File: config.mk
export PLATFORM = sky130hd
export DESIGN_NAME = utf8_stream_decoder_flat
export DESIGN_NICKNAME = d
export VERILOG_FILES = /design/src/hdl/utf8sd_pkg.sv /design/src/hdl/utf8sd_in_if.sv /design/src/hdl/utf8sd_out_if.sv /design/src/hdl/utf8sd_front.sv /design/src/hdl/utf8sd_back.sv /design/src/hdl/utf8_stream_decoder.sv /design/src/flat_wrapper.sv
export SDC_FILE = /design/constraint.sdc
export NUM_CORES = 1
export LEC_CHECK = 0
export BUFFER_PORTS_ARGS = -buffer_cell sky130_fd_sc_hd__buf_2
export CAP_MARGIN = 20
export CORE_ASPECT_RATIO = 0.75
export CORE_UTILIZATION = 45
export DETAILED_ROUTE_END_ITERATION = 7
export PLACE_DENSITY = 0.67
export REMOVE_ABC_BUFFERS = 1
export SYNTH_ARGS = -nofsm -noshare
export SYNTH_HDL_FRONTEND = slang
export SYNTH_SLANG_ARGS = --single-unit
File: constraint.sdc
create_clock -name clk -period 4.52 [get_ports clk]
set_input_delay 0.678 -clock clk [delete_from_list [all_inputs] [get_ports clk]]
set_output_delay 0.678 -clock clk [all_outputs]
set_load 0.05 [all_outputs]
File: src/hdl/utf8sd_pkg.sv
// Package: shared constants, byte classes and queue word type of the UTF-8 decoder.
package utf8sd_pkg;

  localparam int COUNT_BITS = 16;
  localparam int CP_BITS    = 21;
  localparam int LEN_BITS   = 3;
  localparam int STAT_BITS  = 2;
  localparam int CNT_OUT_W  = 16;
  localparam int Q_DEPTH    = 2;
  localparam int Q_PTR_W    = $clog2(Q_DEPTH);
  localparam int Q_CNT_W    = $clog2(Q_DEPTH + 1);

  typedef enum logic [2:0] {
    KIND_ASCII,
    KIND_LEAD2,
    KIND_LEAD3,
    KIND_LEAD4,
    KIND_BAD
  } kind_t;

  typedef enum logic [STAT_BITS-1:0] {
    STAT_OK       = 2'd0,
    STAT_BAD_LEAD = 2'd1,
    STAT_TRUNC    = 2'd2
  } status_t;

  typedef struct packed {
    kind_t      kind;
    logic [6:0] lead_bits;
    logic [5:0] cont_bits;
    logic       eos;
  } word_t;

endpackage

File: src/hdl/utf8sd_in_if.sv
// Interface: byte input channel.
interface utf8sd_in_if;
  logic       valid;
  logic       ready;
  logic [7:0] data_byte;
  logic       end_of_string;

  modport source (output valid, output data_byte, output end_of_string, input ready);
  modport sink (input valid, input data_byte, input end_of_string, output ready);
endinterface

File: src/hdl/utf8sd_out_if.sv
// Interface: decoded character result channel.
interface utf8sd_out_if;
  logic        valid;
  logic        ready;
  logic [20:0] code_point;
  logic [2:0]  seq_bytes;
  logic [1:0]  status;
  logic [15:0] char_count;
  logic        string_done;

  modport source (output valid, output code_point, output seq_bytes, output status,
                  output char_count, output string_done, input ready);
  modport sink (input valid, input code_point, input seq_bytes, input status,
                input char_count, input string_done, output ready);
endinterface

File: src/hdl/utf8sd_front.sv
// Front end: byte classification and the word queue towards the back end.
module utf8sd_front
  import utf8sd_pkg::*;
(
  input  logic       clk,
  input  logic       rst_n,
  input  logic       in_valid,
  output logic       in_ready,
  input  logic [7:0] in_byte,
  input  logic       in_eos,
  output logic       q_valid,
  input  logic       q_pop,
  output word_t      q_word
);

  word_t                cls_word;
  word_t                q_mem_r [Q_DEPTH];
  logic [Q_PTR_W-1:0]   wr_ptr_r, wr_ptr_nxt;
  logic [Q_PTR_W-1:0]   rd_ptr_r, rd_ptr_nxt;
  logic [Q_CNT_W-1:0]   count_r, count_nxt;
  logic                 push;
  logic                 pop;

  always_comb begin
    cls_word.eos       = in_eos;
    cls_word.cont_bits = in_byte[5:0];
    cls_word.lead_bits = 7'd0;
    if (!in_byte[7]) begin
      cls_word.kind      = KIND_ASCII;
      cls_word.lead_bits = in_byte[6:0];
    end else if (in_byte[6:5] == 2'b10) begin
      cls_word.kind      = KIND_LEAD2;
      cls_word.lead_bits = {2'b00, in_byte[4:0]};
    end else if (in_byte[6:4] == 3'b110) begin
      cls_word.kind      = KIND_LEAD3;
      cls_word.lead_bits = {3'b000, in_byte[3:0]};
    end else if (in_byte[6:3] == 4'b1110) begin
      cls_word.kind      = KIND_LEAD4;
      cls_word.lead_bits = {4'b0000, in_byte[2:0]};
    end else begin
      cls_word.kind = KIND_BAD;
    end
  end

  assign in_ready = (count_r != Q_CNT_W'(Q_DEPTH));
  assign push     = in_valid && in_ready;
  assign q_valid  = (count_r != '0);
  assign pop      = q_pop && q_valid;
  assign q_word   = q_mem_r[rd_ptr_r];

  always_comb begin
    wr_ptr_nxt = push ? wr_ptr_r + 1'b1 : wr_ptr_r;
    rd_ptr_nxt = pop ? rd_ptr_r + 1'b1 : rd_ptr_r;
    count_nxt  = count_r + Q_CNT_W'(push) - Q_CNT_W'(pop);
  end

  always_ff @(posedge clk) begin
    if (!rst_n) begin
      wr_ptr_r <= '0;
      rd_ptr_r <= '0;
      count_r  <= '0;
    end else begin
      wr_ptr_r <= wr_ptr_nxt;
      rd_ptr_r <= rd_ptr_nxt;
      count_r  <= count_nxt;
    end
  end

  always_ff @(posedge clk) begin
    if (push) begin
      q_mem_r[wr_ptr_r] <= cls_word;
    end
  end

endmodule

File: src/hdl/utf8sd_back.sv
// Back end: sequence state, character count and the result register.
module utf8sd_back
  import utf8sd_pkg::*;
(
  input  logic                 clk,
  input  logic                 rst_n,
  input  logic                 q_valid,
  output logic                 q_pop,
  input  word_t                q_word,
  output logic                 out_valid,
  input  logic                 out_ready,
  output logic [CP_BITS-1:0]   out_code_point,
  output logic [LEN_BITS-1:0]  out_seq_bytes,
  output logic [STAT_BITS-1:0] out_status,
  output logic [CNT_OUT_W-1:0] out_char_count,
  output logic                 out_string_done
);

  logic [1:0]             bytes_left_r, bytes_left_nxt;
  logic [LEN_BITS-1:0]    seq_total_r, seq_total_nxt;
  logic [CP_BITS-1:0]     accum_r, accum_nxt;
  logic [COUNT_BITS-1:0]  chars_r, chars_nxt;
  logic                   discard_r, discard_nxt;
  logic                   valid_r, valid_nxt;
  logic [CP_BITS-1:0]     cp_r, cp_nxt;
  logic [LEN_BITS-1:0]    len_r, len_nxt;
  status_t                stat_r, stat_nxt;
  logic [CNT_OUT_W-1:0]   cnt_r, cnt_nxt;
  logic                   done_r, done_nxt;

  logic                   take;
  logic                   emit;
  logic                   end_str;
  logic [COUNT_BITS-1:0]  chars_inc;
  logic [CP_BITS-1:0]     acc_shift;
  logic [1:0]             left_dec;

  assign q_pop     = !valid_r || out_ready;
  assign take      = q_valid && q_pop;
  assign chars_inc = (chars_r == '1) ? chars_r : chars_r + 1'b1;
  assign acc_shift = {accum_r[CP_BITS-7:0], q_word.cont_bits};
  assign left_dec  = bytes_left_r - 2'd1;

  always_comb begin
    bytes_left_nxt = bytes_left_r;
    seq_total_nxt  = seq_total_r;
    accum_nxt      = accum_r;
    chars_nxt      = chars_r;
    discard_nxt    = discard_r;
    emit           = 1'b0;
    end_str        = 1'b0;
    cp_nxt         = '0;
    len_nxt        = '0;
    stat_nxt       = STAT_OK;
    cnt_nxt        = CNT_OUT_W'(chars_r);
    done_nxt       = q_word.eos;
    if (take) begin
      if (discard_r) begin
        end_str = q_word.eos;
      end else if (bytes_left_r == 2'd0) begin
        case (q_word.kind)
          KIND_ASCII: begin
            emit      = 1'b1;
            chars_nxt = chars_inc;
            cnt_nxt   = CNT_OUT_W'(chars_inc);
            cp_nxt    = CP_BITS'(q_word.lead_bits);
            len_nxt   = LEN_BITS'(1);
            end_str   = q_word.eos;
          end
          KIND_LEAD2, KIND_LEAD3, KIND_LEAD4: begin
            if (q_word.eos) begin
              emit     = 1'b1;
              stat_nxt = STAT_TRUNC;
              end_str  = 1'b1;
            end else begin
              accum_nxt = CP_BITS'(q_word.lead_bits);
              case (q_word.kind)
                KIND_LEAD2: begin
                  seq_total_nxt  = LEN_BITS'(2);
                  bytes_left_nxt = 2'd1;
                end
                KIND_LEAD3: begin
                  seq_total_nxt  = LEN_BITS'(3);
                  bytes_left_nxt = 2'd2;
                end
                default: begin
                  seq_total_nxt  = LEN_BITS'(4);
                  bytes_left_nxt = 2'd3;
                end
              endcase
            end
          end
          default: begin
            emit     = 1'b1;
            stat_nxt = STAT_BAD_LEAD;
            done_nxt = 1'b1;
            if (q_word.eos) begin
              end_str = 1'b1;
            end else begin
              discard_nxt = 1'b1;
            end
          end
        endcase
      end else begin
        accum_nxt      = acc_shift;
        bytes_left_nxt = left_dec;
        if (left_dec == 2'd0) begin
          emit          = 1'b1;
          chars_nxt     = chars_inc;
          cnt_nxt       = CNT_OUT_W'(chars_inc);
          cp_nxt        = acc_shift;
          len_nxt       = seq_total_r;
          accum_nxt     = '0;
          seq_total_nxt = '0;
          end_str       = q_word.eos;
        end else if (q_word.eos) begin
          emit     = 1'b1;
          stat_nxt = STAT_TRUNC;
          end_str  = 1'b1;
        end
      end
      if (end_str) begin
        bytes_left_nxt = '0;
        seq_total_nxt  = '0;
        accum_nxt      = '0;
        chars_nxt      = '0;
        discard_nxt    = 1'b0;
      end
    end
    if (emit) begin
      valid_nxt = 1'b1;
    end else if (out_ready) begin
      valid_nxt = 1'b0;
    end else begin
      valid_nxt = valid_r;
    end
  end

  always_ff @(posedge clk) begin
    if (!rst_n) begin
      bytes_left_r <= '0;
      seq_total_r  <= '0;
      accum_r      <= '0;
      chars_r      <= '0;
      discard_r    <= 1'b0;
      valid_r      <= 1'b0;
    end else begin
      bytes_left_r <= bytes_left_nxt;
      seq_total_r  <= seq_total_nxt;
      accum_r      <= accum_nxt;
      chars_r      <= chars_nxt;
      discard_r    <= discard_nxt;
      valid_r      <= valid_nxt;
    end
  end

  always_ff @(posedge clk) begin
    if (emit) begin
      cp_r   <= cp_nxt;
      len_r  <= len_nxt;
      stat_r <= stat_nxt;
      cnt_r  <= cnt_nxt;
      done_r <= done_nxt;
    end
  end

  assign out_valid       = valid_r;
  assign out_code_point  = cp_r;
  assign out_seq_bytes   = len_r;
  assign out_status      = stat_r;
  assign out_char_count  = cnt_r;
  assign out_string_done = done_r;

endmodule

File: src/hdl/utf8_stream_decoder.sv
// Top level: UTF-8 stream decoder, classifying front end, queue and decoding back end.
//
//   channel   dir   word                                                  accepted when
//   in_ch     in    data_byte, end_of_string                              valid && ready
//   out_ch    out   code_point, seq_bytes, status, char_count, string_done valid && ready
//
// One byte per clock sustained while the output is not stalled; a byte is written into
// the two-entry queue and its result is held in the result register of the back end.
// Reset clears the queue, the sequence state, the count and the result valid.
// A stalled output holds its result while the queue still takes up to two bytes.
module utf8_stream_decoder
  import utf8sd_pkg::*;
(
  input  logic         clk,
  input  logic         rst_n,
  utf8sd_in_if.sink    in_ch,
  utf8sd_out_if.source out_ch
);

  logic  q_valid;
  logic  q_pop;
  word_t q_word;

  utf8sd_front u_front (
    .clk      (clk),
    .rst_n    (rst_n),
    .in_valid (in_ch.valid),
    .in_ready (in_ch.ready),
    .in_byte  (in_ch.data_byte),
    .in_eos   (in_ch.end_of_string),
    .q_valid  (q_valid),
    .q_pop    (q_pop),
    .q_word   (q_word)
  );

  utf8sd_back u_back (
    .clk             (clk),
    .rst_n           (rst_n),
    .q_valid         (q_valid),
    .q_pop           (q_pop),
    .q_word          (q_word),
    .out_valid       (out_ch.valid),
    .out_ready       (out_ch.ready),
    .out_code_point  (out_ch.code_point),
    .out_seq_bytes   (out_ch.seq_bytes),
    .out_status      (out_ch.status),
    .out_char_count  (out_ch.char_count),
    .out_string_done (out_ch.string_done)
  );

endmodule
File: src/flat_wrapper.sv
// flat-port wrapper written by rule: the top's interface ports become plain ports
module utf8_stream_decoder_flat import utf8sd_pkg::*;
  (clk, rst_n, in_ch_valid, in_ch_data_byte, in_ch_end_of_string, in_ch_ready, out_ch_valid, out_ch_code_point, out_ch_seq_bytes, out_ch_status, out_ch_char_count, out_ch_string_done, out_ch_ready);
  utf8sd_in_if in_ch_i ();
  utf8sd_out_if out_ch_i ();
  input  logic clk;
  input  logic rst_n;
  input wire logic [$bits(in_ch_i.valid)-1:0] in_ch_valid;
  input wire logic [$bits(in_ch_i.data_byte)-1:0] in_ch_data_byte;
  input wire logic [$bits(in_ch_i.end_of_string)-1:0] in_ch_end_of_string;
  output wire logic [$bits(in_ch_i.ready)-1:0] in_ch_ready;
  output wire logic [$bits(out_ch_i.valid)-1:0] out_ch_valid;
  output wire logic [$bits(out_ch_i.code_point)-1:0] out_ch_code_point;
  output wire logic [$bits(out_ch_i.seq_bytes)-1:0] out_ch_seq_bytes;
  output wire logic [$bits(out_ch_i.status)-1:0] out_ch_status;
  output wire logic [$bits(out_ch_i.char_count)-1:0] out_ch_char_count;
  output wire logic [$bits(out_ch_i.string_done)-1:0] out_ch_string_done;
  input wire logic [$bits(out_ch_i.ready)-1:0] out_ch_ready;
  assign in_ch_i.valid = in_ch_valid;
  assign in_ch_i.data_byte = in_ch_data_byte;
  assign in_ch_i.end_of_string = in_ch_end_of_string;
  assign in_ch_ready = in_ch_i.ready;
  assign out_ch_valid = out_ch_i.valid;
  assign out_ch_code_point = out_ch_i.code_point;
  assign out_ch_seq_bytes = out_ch_i.seq_bytes;
  assign out_ch_status = out_ch_i.status;
  assign out_ch_char_count = out_ch_i.char_count;
  assign out_ch_string_done = out_ch_i.string_done;
  assign out_ch_i.ready = out_ch_ready;
  utf8_stream_decoder u_core (.clk(clk), .rst_n(rst_n), .in_ch(in_ch_i), .out_ch(out_ch_i));
endmodule
Yosys cells after proc, flatten, opt, wreduce, memory -nomap -nowiden
Memory sizes are Yosys's and may differ from the RTL's. A register that Yosys moved wholly into a read port is not among the register bits. Index checks and enable logic that the tools add are counted.

Bits of input ports: 13. Output and inout bits: 45. Bits in registers: 85. Word-level logic and storage cells: 115. Bits in writable memories: 34. Memories: 1.

Bitwise operators: 1. Add/subtract/negate cells: 6. Equality and inequality tests: 11. Reduce and logical (&&, ||, !) cells: 15. Multiplexer cells: 67.

Memory list: u_core.u_front.q_mem_r (words 2, width 17, rd ports 1, clocked after Yosys merged registers in 1, write ports 1, RTL line utf8sd_front.sv:17) `word_t q_mem_r [Q_DEPTH];`.

Operator list (count): $mux 16 (7); $mux 15 (6); $mux 21 (2); $mux 10 (3); $mux 3 (10); $mux 1 (27); $add 16x1->16 const B (1); $eq 16x16->1 const B (1); $mux 2 (8); $pmux 2 s2 (2); $mux 7 (1); $eq 3x2->1 const B (2); $pmux 3 s2 (1); $reduce_and 5->1 (1); $eq 4x4->1 const B (1); $logic_not 2->1 (2); $reduce_and 4->1 (1); $reduce_bool 2->1 (2); $reduce_or 4->1 (1); $eq 3x1->1 const B (1); $eq 3x3->1 const B (1); $logic_not 3->1 (1); $ne 3x1->1 const B (1); $ne 3x2->1 const B (1); other kinds (14) (16).

Logic depth before layout (Yosys ltp)
Depth in word-level cells: 8. Mapped depth: 9. Gate-level depth less buffers: 9.

Cells and area by module
A second synthesis with hierarchy kept.

Cell total of the unflattened synthesis: 451. Area, all modules: 5283.8 um^2.

Modules (own cells, without submodules): utf8sd_back (area each 3694.8 um^2, seq. area each 2052.0 um^2, cells an instance 352, times used 1); utf8sd_front (area each 1589.0 um^2, seq. area each 1121.1 um^2, cells an instance 99, times used 1).

Worst setup path before layout
No wires, ideal clock.

Kind: input -> register. Start point: input port out_ch_ready. End point: register u_core.u_back.cnt_r[0], in the netlist u_core.u_back.out_char_count[0] (enable). Path slack: 1.950 ns. Data required time: 4.116 ns. Cell stages on the path: 4. Arrival time: 2.166 ns. Setup time: 0.404 ns. Path buffers: 1. Cells stage by stage: nor2b_1 nor3_1 buf_2 o21a_1.

Word-level cells in the longest chain between the ends: 3.

Ends and longest elaborated chain: from (decl) (RTL line flat_wrapper.sv:18) `input wire logic [$bits(out_ch_i.ready)-1:0] out_ch_ready;`; $logic_or 1x1->1 (RTL line utf8sd_back.sv:38) `assign q_pop = !valid_r || out_ready;`; $logic_and 1x1->1 (RTL line utf8sd_back.sv:39) `assign take = q_valid && q_pop;`; $mux 1 (RTL line utf8sd_back.sv:57) `if (take) begin`; net u_core.u_back.emit (RTL line utf8sd_back.sv:32) `logic emit;`; to (signal assigned) (RTL line utf8sd_back.sv:162) `cnt_r <= cnt_nxt;`; to (decl) (RTL line utf8sd_back.sv:28) `logic [CNT_OUT_W-1:0] cnt_r, cnt_nxt;`.

The timed path passes the listed nets, and every way through them passes these cells. A chain may end at the register's enable or synchronous reset.

==> run summary <==
The average cell area after synthesis is 11.78 µm². The type of the worst setup path is register to register. The clock tree buffer depth is 2. The via count normalized by instance count came out at 5.729. The detailed-route DRC error count came out at 0.

After floorplanning, the core was sized to cover 11110 µm². 0 antenna diodes ended up in the layout. The aggregate global-route resource usage came out at 0.2045. Derived from the worst setup path, the maximum achievable clock frequency is 0.4084 GHz. Along the worst path, the maximum fanout reaches 32.

The routability congestion estimate came out at 0.8928. The die covers 12010 µm². Counting flops with a built-in enable in the synthesized netlist gives 77.

The worst setup path is launched from a register. Sorting the synthesized cells by how often they occur yields sky130_fd_sc_hd__edfxtp_1 (77), sky130_fd_sc_hd__dfxtp_1 (43), sky130_fd_sc_hd__nand2_1 (36). The horizontal die dimension is 126.2 µm. The final worst-path cycle share came out at 0.5417. Buffers added to address setup during post-CTS repair amount to 0. The clock skew after layout came out at 0.006949 ns. The via total after detailed routing is 3758. The number of warnings printed during yosys synthesis came out at 0. The number of slew-limit violations in the final report came to 0. The final setup violation count came out at 0. The quantity of hold-fixing buffers added after cts is 0. The number of max-cap violations is 0.

The CTS tree is yes. The clock net sink count is 120. Broken down by cell family, the worst path's largest delay share belongs to compound AO/OA/AOI/OAI gates. Clock tree synthesis selected as its root buffer the cell sky130_fd_sc_hd__clkbuf_16. The half-perimeter wire length after placement came out at 7633 µm. The count of instances resized after the clock tree is built is 0.

The number of ports placed on the die boundary is 58. The run finished with clean final reports. Setup repair after global routing left no endpoint under its margin. In the synthesized netlist the dominant register cell turns out to be sky130_fd_sc_hd__edfxtp_1. The clock edge transition at the registers on the reported setup and hold paths came out at 0.05 ns. The synthesized cell area came out at 5209 µm². From bottom edge to top edge, the die measures 95.18 µm. The largest net degree at the start of global routing came out at 45. The sequential element share of the synthesized area came out at 0.6092. The first routing iteration left 329 violations. The number of cells produced by synthesis came out at 442. The critical path capture point type is a register. The initial utilization of the core area, before any placement, comes to 0.4690. The required arrival time at the worst endpoint came out at 4.82 ns. The post-detailed-routing wire length came out at 11420 µm. In the synthesized netlist the async set-or-reset flop fraction comes to 0. The post-detailed-route wirelength per cell is 17.41 µm. The number of nets still failing antenna checks after routing came out at 0.

Counting flops and latches in the post-synthesis netlist gives 120. The static leakage power came out at 0.002413 µW. The max-slew headroom at the worst pin is 0.4147. Counting buffers and inverters, the worst setup path is 7 cells deep. The later pin in the worst-skew pair is clocked with a latency of 0.41 ns.

The total clock buffers created by CTS came out at 17. The number of port buffers came out at 57. The stage delay of the slowest cell on the critical path is 0.63 ns. The worst voltage drop across the vdd grid came out at 0.4210 mV. The fraction of final layout cells with drive strength greater than 1 came out at 0.2171. For this design the ratio of total power to cell area is 739.4 nW/µm². The final critical-path required period came out at 2.448 ns. The final sum of negative setup slack came out at 0 ns. The cell depth of the worst min-delay path came out at 1. The transition at the pin with the smallest max-transition slack came out at 0.8702 ns. The post-synthesis cell type count is 58. The data arrival time of the critical path is 2.75 ns. The count of endpoints failing hold in the final timing report came to 0.

The area added between synthesis and finish came out at 20.78%. The length of the first detailed-routing pass in iterations came out at 5. The count of buffering cells on the critical path with inverters included is 2. The floorplan has 33 rows.

The slowest cell on the critical path is sky130_fd_sc_hd__dfxtp_1. The number of antenna violations at the first check in global routing came to 0. The post-layout total power came out at 4652 µW. Yosys attributes the largest share of cell area to sky130_fd_sc_hd__edfxtp_1 (44%), sky130_fd_sc_hd__dfxtp_1 (17%), sky130_fd_sc_hd__nand2_1 (2.6%), sky130_fd_sc_hd__and3_1 (2.5%), sky130_fd_sc_hd__mux2i_1 (2.3%). The signal on the critical path passes through buf_4 -> nand2b_1 -> o32ai_1 -> a21oi_1 -> o21a_2 -> buf_12 -> o21a_1.

The global-route wire length before repair came out at 18370 µm. sky130_fd_sc_hd__edfxtp_1 takes more of the synthesized area than any other cell. Among all cell types in the netlist, the one instantiated most often is sky130_fd_sc_hd__edfxtp_1. The overflow left after global routing is 0. The fraction of synthesized cell area taken by the top area cell type came out at 0.4439. The number of levels in the clock H-tree is 4. The via count of the first global-routing pass came out at 3649. The type of the most critical hold path is primary input to register.

After the last flow step, the layout net total stands at 519. The number of cells traversed by the worst register-to-register path is 7.
-- layout make-up --
class	instances	area, µm²
Sequential cell	120	3173
Tap cell	140	175.2
Clock inverter	11	193.9
Clock buffer	21	460.4
Fill cell	936	4816
Inverter	6	22.52
Multi-Input combinational cell	294	1912
Timing Repair Buffer	64	354.1
-- layer usage --
layer,GRT usage,vias up,routed length (µm)
met2,0.3283,115,5349
met5,0,-,0
met4,0.07731,0,148
li1,-,1783,-
met1,0.2648,1848,5293
met3,0.05892,12,627
-- per-stage QoR --
| stage | cells | cell area (µm²) | hold WS, ns | worst slack [ns] | util |
|---|---|---|---|---|---|
| 5_1_grt | 656 | 6291 | 0.4468 | 1.939 | 0.5664 |
| 2_1_floorplan | 420 | 5106 | 0.4389 | 1.397 | - |
| 4_1_cts | 654 | 6260 | 0.4543 | 1.906 | 0.5636 |
| 3_3_place_gp | 622 | 5605 | 0.4506 | 2.096 | 0.5047 |
| 6_report | 656 | 6291 | 0.4626 | 2.072 | 0.5664 |
| 3_5_place_dp | 622 | 5605 | 0.4573 | 1.916 | 0.5047 |
-- cell usage in the layout, fill, tap and decap left out, types with 3 or more instances in the layout --
| master | count |
|---|---|
| sky130_fd_sc_hd__and3_1 | 21 |
| sky130_fd_sc_hd__xnor2_1 | 6 |
| sky130_fd_sc_hd__ha_1 | 3 |
| sky130_fd_sc_hd__edfxtp_1 | 77 |
| sky130_fd_sc_hd__o21a_1 | 3 |
| sky130_fd_sc_hd__nor3_1 | 7 |
| sky130_fd_sc_hd__clkbuf_16 | 17 |
| sky130_fd_sc_hd__and2_1 | 10 |
| sky130_fd_sc_hd__a21boi_0 | 5 |
| sky130_fd_sc_hd__o31ai_1 | 4 |
| sky130_fd_sc_hd__o21ai_1 | 5 |
| sky130_fd_sc_hd__a22oi_1 | 9 |
| sky130_fd_sc_hd__dfxtp_1 | 43 |
| sky130_fd_sc_hd__a21oi_1 | 17 |
| sky130_fd_sc_hd__mux2_2 | 8 |
| sky130_fd_sc_hd__nor4_1 | 5 |
| sky130_fd_sc_hd__o21ai_0 | 12 |
| sky130_fd_sc_hd__or4_1 | 5 |
| sky130_fd_sc_hd__nor2_1 | 28 |
| sky130_fd_sc_hd__and4_1 | 5 |
| sky130_fd_sc_hd__inv_1 | 6 |
| sky130_fd_sc_hd__a41o_1 | 3 |
| sky130_fd_sc_hd__nand4_1 | 4 |
| sky130_fd_sc_hd__nand2b_1 | 8 |
| sky130_fd_sc_hd__or3_1 | 5 |
| sky130_fd_sc_hd__buf_4 | 5 |
| sky130_fd_sc_hd__xor2_1 | 9 |
| sky130_fd_sc_hd__o2bb2ai_1 | 5 |
| sky130_fd_sc_hd__nand3_1 | 8 |
| sky130_fd_sc_hd__nor2b_1 | 17 |
| sky130_fd_sc_hd__mux2i_1 | 12 |
| sky130_fd_sc_hd__or2_2 | 4 |
| sky130_fd_sc_hd__nor4b_1 | 3 |
| sky130_fd_sc_hd__buf_2 | 57 |
| sky130_fd_sc_hd__bufinv_16 | 5 |
| sky130_fd_sc_hd__nand2_1 | 36 |
-- final timing paths --
check	startpoint	slack, ns	end
setup / recovery	register	2.07	u_core.u_back.out_valid$_SDFFE_PN0P_
hold / removal	in_ch_end_of_string	0.46	u_core.u_front.q_mem_r[0][0]$_DFFE_PP_
setup reg to reg	register	2.07	u_core.u_back.out_valid$_SDFFE_PN0P_
hold reg to reg	u_core.u_back.accum_r[3]$_SDFFE_PN0P_	0.49	u_core.u_back.accum_r[3]$_SDFFE_PN0P_
-- state kept, by name, indices dropped and copies added (netlist names), named ones only --
signal	flops
u_core.u_front.count_r	2
u_core.u_front.wr_ptr_r	1
u_core.u_back.out_code_point	21
u_core.u_back.accum_r	15
u_core.u_back.discard_r	1
u_core.u_back.out_seq_bytes	3
u_core.u_back.out_string_done	1
u_core.u_back.out_valid	1
u_core.u_back.seq_total_r	3
u_core.u_back.out_status	2
u_core.u_front.rd_ptr_r	1
u_core.u_front.q_mem_r	34
u_core.u_back.chars_r	16
u_core.u_back.bytes_left_r	2
u_core.u_back.out_char_count	16
-- kinds of logic (layout without fill, tap and decap cells) --
logic type / count (synthesis) / count (layout) / share of synthesized area
and+or+nand+nor: 174 / 174 / 0.1866
adders and majority gates: 3 / 3 / 0.007207
DFF: 120 / 120 / 0.6092
muxes: 20 / 20 / 0.04036
buffers and inverters: 28 / 102 / 0.02402
xor gates and xnor gates: 15 / 15 / 0.02522
AOI/OAI and AO/OA: 82 / 82 / 0.1074
-- report_power, final --
part | total [µW] | internal [µW] | switching, µW | leakage, µW
sequential | 1600 | 1480 | 123 | 0.00109
clock | 1480 | 1010 | 469 | 0.000318
combinational | 1570 | 395 | 1180 | 0.00101
total | 4650 | 2880 | 1770 | 0.00241
Power figures use the tool's default switching activity.
